File: config.mk
export PLATFORM = sky130hd
export DESIGN_NAME = rpmp_queue
export DESIGN_NICKNAME = d
export VERILOG_FILES = /design/src/rtl/rotated_particle_mass_projection_macros.svh /design/src/rtl/rpmp_pkg.sv /design/src/rtl/rpmp_queue.sv
export SDC_FILE = /design/constraint.sdc
export NUM_CORES = 1
export LEC_CHECK = 0
export BUFFER_PORTS_ARGS = -buffer_cell sky130_fd_sc_hd__buf_2
export CAP_MARGIN = 5
export CELL_PAD_IN_SITES_DETAIL_PLACEMENT = 0
export CELL_PAD_IN_SITES_GLOBAL_PLACEMENT = 1
export CORE_MARGIN = 2
export CORE_UTILIZATION = 46
export DETAILED_ROUTE_END_ITERATION = 6
export HOLD_SLACK_MARGIN = 0.05
export PLACE_DENSITY = 0.9
export SLEW_MARGIN = 10
export SYNTH_ARGS = -nofsm -noshare
export SYNTH_HDL_FRONTEND = slang
export SYNTH_SLANG_ARGS = --single-unit
File: constraint.sdc
create_clock -name clock -period 3.8 [get_ports clock]
set_clock_uncertainty 0.05 [all_clocks]
set_input_delay 0.19 -clock clock [delete_from_list [all_inputs] [get_ports clock]]
set_output_delay 0.19 -clock clock [all_outputs]
set_load 0.05 [all_outputs]
File: src/rtl/rotated_particle_mass_projection_macros.svh
// Assertion macros for the particle mass projection block.
`ifndef ROTATED_PARTICLE_MASS_PROJECTION_MACROS_SVH
`define ROTATED_PARTICLE_MASS_PROJECTION_MACROS_SVH
// Same-cycle implication.
`define RPMP_ASSERT_NOW(lbl, pre, post) \
   lbl: assert property (@(posedge clock) disable iff (reset) (pre) |-> (post)) \
      else $error("rpmp check failed");
// Next-cycle implication.
`define RPMP_ASSERT_NEXT(lbl, pre, post) \
   lbl: assert property (@(posedge clock) disable iff (reset) (pre) |=> (post)) \
      else $error("rpmp check failed");
`endif

File: src/rtl/rpmp_pkg.sv
// Shared types and constants of the particle mass projection block.
package rpmp_pkg;
   localparam int DEF_MAX_COLS = 256;
   localparam int DEF_MAX_ROWS = 256;
   localparam int DEF_SUM_BITS = 48;

   localparam logic [2:0] CSR_ROT_X  = 3'd0;
   localparam logic [2:0] CSR_ROT_Y  = 3'd1;
   localparam logic [2:0] CSR_ROT_Z  = 3'd2;
   localparam logic [2:0] CSR_DEPTH  = 3'd3;
   localparam logic [2:0] CSR_ORIGIN = 3'd4;
   localparam logic [2:0] CSR_SCALE  = 3'd5;
   localparam logic [2:0] CSR_XPIX   = 3'd6;
   localparam logic [2:0] CSR_YPIX   = 3'd7;

   localparam logic [1:0] OP_DROP = 2'd0;
   localparam logic [1:0] OP_ECHO = 2'd1;
   localparam logic [1:0] OP_READ = 2'd2;
   localparam logic [1:0] OP_ADD  = 2'd3;

   typedef struct packed {
      logic [1:0]  op;
      logic [7:0]  col;
      logic [7:0]  row;
      logic [31:0] mass;
   } item_type;
endpackage

File: src/rtl/rpmp_queue.sv
// Two-entry queue between the classifier and the accumulator.
module rpmp_queue (
   input  logic              clock,
   input  logic              reset,
   input  logic              push,
   input  rpmp_pkg::item_type wdata,
   output logic              full,
   input  logic              pop,
   output rpmp_pkg::item_type rdata,
   output logic              empty
);
   import rpmp_pkg::*;

   item_type   slot_ff [2];
   logic       wptr_ff, wptr_in, rptr_ff, rptr_in;
   logic [1:0] count_ff, count_in;
   logic       do_push, do_pop;

   assign full    = (count_ff == 2'd2);
   assign empty   = (count_ff == 2'd0);
   assign do_push = push && !full;
   assign do_pop  = pop && !empty;
   assign rdata   = slot_ff[rptr_ff];

   always_comb begin
      wptr_in  = do_push ? !wptr_ff : wptr_ff;
      rptr_in  = do_pop ? !rptr_ff : rptr_ff;
      count_in = count_ff + 2'(do_push) - 2'(do_pop);
   end

   always_ff @(posedge clock) begin
      if (reset) begin
         wptr_ff  <= 1'b0;
         rptr_ff  <= 1'b0;
         count_ff <= 2'd0;
      end else begin
         wptr_ff  <= wptr_in;
         rptr_ff  <= rptr_in;
         count_ff <= count_in;
      end
      if (do_push) begin
         slot_ff[wptr_ff] <= wdata;
      end
   end
endmodule

==> run_results.csv, run 1 <==
group,metric,value,unit
global_route,grt_pass1_wl,10.0,mm
sta,hold_viol,0,
logic_synthesis,synth_fa_ha_area_frac,0.00654,
critical_path,slowest_delay,1100,ps
sta,slew_headroom,0.212,
final_layout,final_area,5140,um^2
sta,tightest_slew,1180,ps
die,dieArea,9070,um^2
power,power.total,3580,uW
sta,fin_crit,2380,ps
drt,drtPass1Iterations,4,
placed_design,routabilityCongestion,0.660,
drt,drc,0,
clock_tree,cts_tree,"built",
clock_tree,clockBufferDepth,2,
final_layout,antenna-diode-count,0,
logic_synthesis,synthArstFlopShare,0,
critical_path,crit_slowest_cell,"dfxtp_2",
power,ir_drop,0.000485,V
critical_path,cp-end-kind,"output pin",
die,io_pins,106,
placed_design,placed_area,4460,um^2
logic_synthesis,synth_top_family_by_area,"multiplexers",
drt,wl_per_cell,14.8,um
die,core-area,8130,um^2
clock_tree,cts-resized-gates,0,
logic_synthesis,avgSynthCellArea,20.9,um^2
logic_synthesis,synth_edf_count,100,
drt,routed_wl,6.72,mm
final_layout,seq_area,3100,um^2
global_route,grt_use_total,0.149,
global_route,grt_pass1_vias,2206,
critical_path,startpoint_type,"flop",
sta,setup_viol,0,
min_path,hp-class,"in2reg",
logic_synthesis,synthesis.nets,239,
global_route,grt.overflow.total,0,
sta,finalCritPeriodShare,0.626,
sta,rsz0062_at_grt,"no",
critical_path,cp.arrival,2140,ps
logic_synthesis,synth.distinct_cells,22,
logic_synthesis,synth_flop_cell,"edfxtp_1",
critical_path,path_cells,"mux2_2 > buf_2",
global_route,grt_max_degree,51,
final_layout,fin_nets,400,
final_layout,final_common_cell,"buf_2",
clock_tree,root_buffer,"clkbuf_8",
logic_synthesis,synth_xor_area_frac,0.00458,
placed_design,dp_hpwl,3.75,mm
drt,avgViaCountPerCell,4.65,
logic_synthesis,synth_area,3830,um^2
logic_synthesis,ys_ff_latch,105,
clock_tree,numCtsBuffers,9,
final_layout,nFillCells,590,
drt,drtAntennaViolNets,0,
drt,vias,2111,
sta,worst_hold_slack,209,ps
final_layout,layout.cells.most_common_list,"buf_2 (105), edfxtp_1 (100), dlygate4sd3_1 (51), mux2_2 (46), clkbuf_8 (9)",
sta,max_freq,420,MHz
die,die-height,95.2,um
critical_path,crit_type,"reg2out",
clock_tree,cts.sinks,105,
logic_synthesis,synth_compound_area_frac,0.00458,
global_route,antenna_found_initial,0,
logic_synthesis,postSynthCellCount,183,
final_layout,area_growth,34.2,%
logic_synthesis,ys_warn_count,0,
die,chipWidth,95.2,um
run_status,outcome,"finished, final reports clean",
final_layout,multi_input_area,682,um^2
final_layout,drive_gt1_frac,0.487,
logic_synthesis,muxShareOfSynthArea,0.147,
run,maxCapViolCount,0,
clock_tree,clk_latency,340,ps
die,start_util,0.471,
placed_design,port_buffers,105,
critical_path,crit_required,3560,ps
sta,slew_viol_final,0,
die,rows,33,
power,cellPowerDensity,697,nW/um^2
critical_path,critPathMaxFanout,50,
sta,setup_tns,0,ps
clock_tree,h-tree-depth,3,
logic_synthesis,ys_seq_area_frac,0.810,
drt,drt_iter0_drc,59,
logic_synthesis,synth-simple-area-share,0.0154,
clock_tree,clk_pin_slew_worst_paths,90,ps
power,leakage,0.00195,uW
## routing by layer
layer,global-route usage,part of all wire
met5,0,0
met1,0.157,0.40
met4,0.0543,0.0085
met2,0.291,0.55
met3,0.0300,0.044
## cells in the mapped netlist, drive strengths merged, types with 2 or more instances
cell type	count	area (um^2)
buf	5	25.0
dfxtp	5	100
edfxtp	100	3000
ha	2	25.0
inv	4	15.0
mux2	50	563
nor2	4	15.0
## critical path: cells and delay by family (launching register included)
family | cells | cell delay [ps]
flops | 1 | 1100
buf+inv | 1 | 210
mux | 1 | 440
## path summary, 6_finish.rpt
check / cells past startpoint / from / end / slack [ps]
worst max-delay path: 2 / flop / rdata[12] / 1420
worst min-delay path: 4 / push / wptr_ff / 210
worst max register to register: 4 / count_ff[0] / slot_ff[0][0] / 1640
worst min register to register: 2 / wptr_ff / wptr_ff / 470
## through the flow
stage          instances  utilization  worst slack, ps
2_1_floorplan        183            -             1410
3_3_place_gp         387        0.548             1680
3_5_place_dp         387        0.548             1630
4_1_cts              454        0.632             1400
5_1_grt              454        0.632             1300
6_report             454        0.632             1420
## kinds of logic after synthesis
kind of cell             after synthesis
XOR/XNOR                               2
multiplexers                          50
AND/OR/NAND/NOR                       11
buffers and inverters                 10
adder cells (fa/ha/maj)                2
flip-flops                           105
AO/OA/AOI/OAI                          3
## where the power goes
part | total [uW] | internal [uW] | switching, uW
clock network | 589 | 240 | 349
registers | 1600 | 1480 | 122
logic | 1390 | 414 | 977
total | 3580 | 2130 | 1450
## flip-flops by register name, summed over array words and instances, names as in the netlist, named ones only
name / flops
count_ff: 2
slot_ff: 100
rptr_ff: 1
wptr_ff: 1
## timing repair
action,4_1_cts,5_1_grt
endpoints found under the hold margin,105,0
setup endpoints to repair,0,0
setup buffers,0,0
hold buffers,51,0
## final cells by class
cell class                 count  share of cell area
timing repair buffer         156               0.202
inverter                       4             0.00292
clock buffer                  10              0.0248
tap                          105              0.0256
multi-input combinational     68               0.133
clock inverter                 6             0.00804
sequential                   105               0.604
Note: power is estimated with default switching activity, not from simulation.
==> run 2: changes to the inputs <==
CORE_UTILIZATION = 39   (was 46)
PLACE_DENSITY = 0.82   (was 0.9)
clock period = 2.1 ns   (was 3.8 ns; I/O delays follow)
==> run 2 against run 1 <==
Final area increased by 2.2%. Clock-buffer cell count increased by 1. Sequential share of layout area decreased by 1.3 points. Via count increased by 3.0%. Worst hold slack got worse by 92 ps. Total power increased by 85%. Routed wire length decreased by 0.51%. Sequential power increased by 71%. Critical endpoint is now rdata[3].
==> run_results.csv, run 2 (synthesized netlist as in run 1, its figures left out) <==
group,metric,value,unit
run_status,outcome,"finished, final reports clean",
final_layout,layout.cells.most_common_list,"buf_2 (105), edfxtp_1 (100), dlygate4sd3_1 (51), mux2_2 (46), clkbuf_8 (9)",
drt,avgViaCountPerCell,4.45,
clock_tree,h-tree-depth,3,
clock_tree,root_buffer,"clkbuf_8",
die,dieArea,10600,um^2
die,chipWidth,103,um
final_layout,largest-register,"slot_ff",
sta,max_freq,554,MHz
drt,drtPass1Iterations,4,
clock_tree,clk_latency,360,ps
drt,wl_per_cell,13.7,um
drt,drtAntennaViolNets,0,
critical_path,startpoint_type,"flop",
critical_path,crit_type,"reg2out",
placed_design,dp_hpwl,4.13,mm
final_layout,fin_nets,406,
drt,drt_iter0_drc,104,
min_path,min_to,"wptr_ff",
global_route,grt.overflow.total,0,
clock_tree,cts_setup_buffers,0,
run,maxCapViolCount,0,
critical_path,timing.rr.start,"count_ff[0]",
placed_design,place_ws,333,ps
min_path,holdPathStages,4,
sta,slew_viol_final,0,
critical_path,crit_required,1950,ps
global_route,antenna_found_initial,0,
placed_design,port_buffers,105,
final_layout,largest_reg_flops,100,
sta,tightest_slew,371,ps
global_route,grt_pass1_wl,10.0,mm
final_layout,final_common_cell,"buf_2",
drt,drc,0,
sta,fin_crit,1810,ps
clock_tree,cts.sinks,105,
drt,routed_wl,6.69,mm
critical_path,ff2ff_setup_slack,330,ps
sta,worst_slack,294,ps
critical_path,cp-end-kind,"output pin",
clock_tree,holdBufCountCts,51,
die,die-height,103,um
clock_tree,numCtsBuffers,9,
power,cellPowerDensity,1260,nW/um^2
final_layout,antenna-diode-count,0,
sta,slew_headroom,0.753,
sta,finalCritPeriodShare,0.860,
die,io_pins,106,
die,core-area,9640,um^2
placed_design,dp.cells,421,
min_path,hold_start,"push",
min_path,hp-class,"in2reg",
final_layout,top_regs,"slot_ff (100), count_ff (2)",
final_layout,finalNonFillerCells,488,
sta,worst_hold_slack,116,ps
critical_path,rr_endpoint,"slot_ff[0][3]",
die,start_util,0.397,
power,ir_drop,0.000831,V
global_route,grt_use_total,0.128,
sta,setup_tns,0,ps
die,rows,36,
final_layout,drive_gt1_frac,0.493,
critical_path,critPathMaxFanout,28,
clock_tree,cts-resized-gates,0,
global_route,grt_pass1_vias,2171,
clock_tree,clk_pin_slew_worst_paths,80,ps
global_route,grt_max_degree,29,
critical_path,ff2ff_path_depth,5,
final_layout,area_growth,37.2,%
drt,vias,2174,
critical_path,cp.arrival,1650,ps
power,leakage,0.00198,uW
clock_tree,cts_tree,"built",
sta,hold_viol,0,
placed_design,routabilityCongestion,0.659,
clock_tree,clockBufferDepth,2,
sta,rsz0062_at_grt,"no",
sta,setup_viol,0,
==> run 2: how the worst max path moves through the flow <==
stage	startpoint	end	slack (ps)	depth (start not counted)
global placement	count_ff[0]	slot_ff[0][2]	390	5
CTS	flop	rdata[3]	260	3
global route	flop	rdata[3]	200	3
floorplan	count_ff[0]	slot_ff[0][0]	40	4
detailed placement	count_ff[0]	slot_ff[0][8]	330	5
finish	flop	rdata[3]	290	3
==> run 2: where the power goes <==
part           leakage, uW  switching (uW)  internal, uW  total, uW
clock network    0.0000832             634           548       1180
logic             0.000921            1910           792       2700
registers         0.000976            78.7          2660       2740
==> run 2: metrics by stage <==
step | util | power [uW] | area, um^2
2_1_floorplan | - | 4860 | 3830
3_3_place_gp | 0.472 | 5420 | 4550
3_5_place_dp | 0.472 | 5450 | 4550
4_1_cts | 0.545 | 6710 | 5250
5_1_grt | 0.545 | 6940 | 5250
6_report | 0.545 | 6630 | 5250
==> run 2: area by class of cell <==
cell class                 instances  area, um^2
fill                             784        4390
sequential                       105        3100
timing repair buffer             162        1090
multi-input combinational         68         682
tap                              133         166
clock buffer                      11         131
clock inverter                     5        56.3
inverter                           4        18.8
==> run 2: per-layer routing <==
layer  GRT usage  vias to the layer above  wire length (um)
met4      0.0466                        0                76
li1            -                     1037                 -
met3      0.0447                        7               376
met1       0.146                     1059              2820
met2       0.221                       71              3420
met5           0                        -                 0
==> run 2: critical path, cell delays in order, from the launching register on <==
cell	delay, ps
dfxtp_2	330
buf_4	330
mux2_2	400
buf_2	220
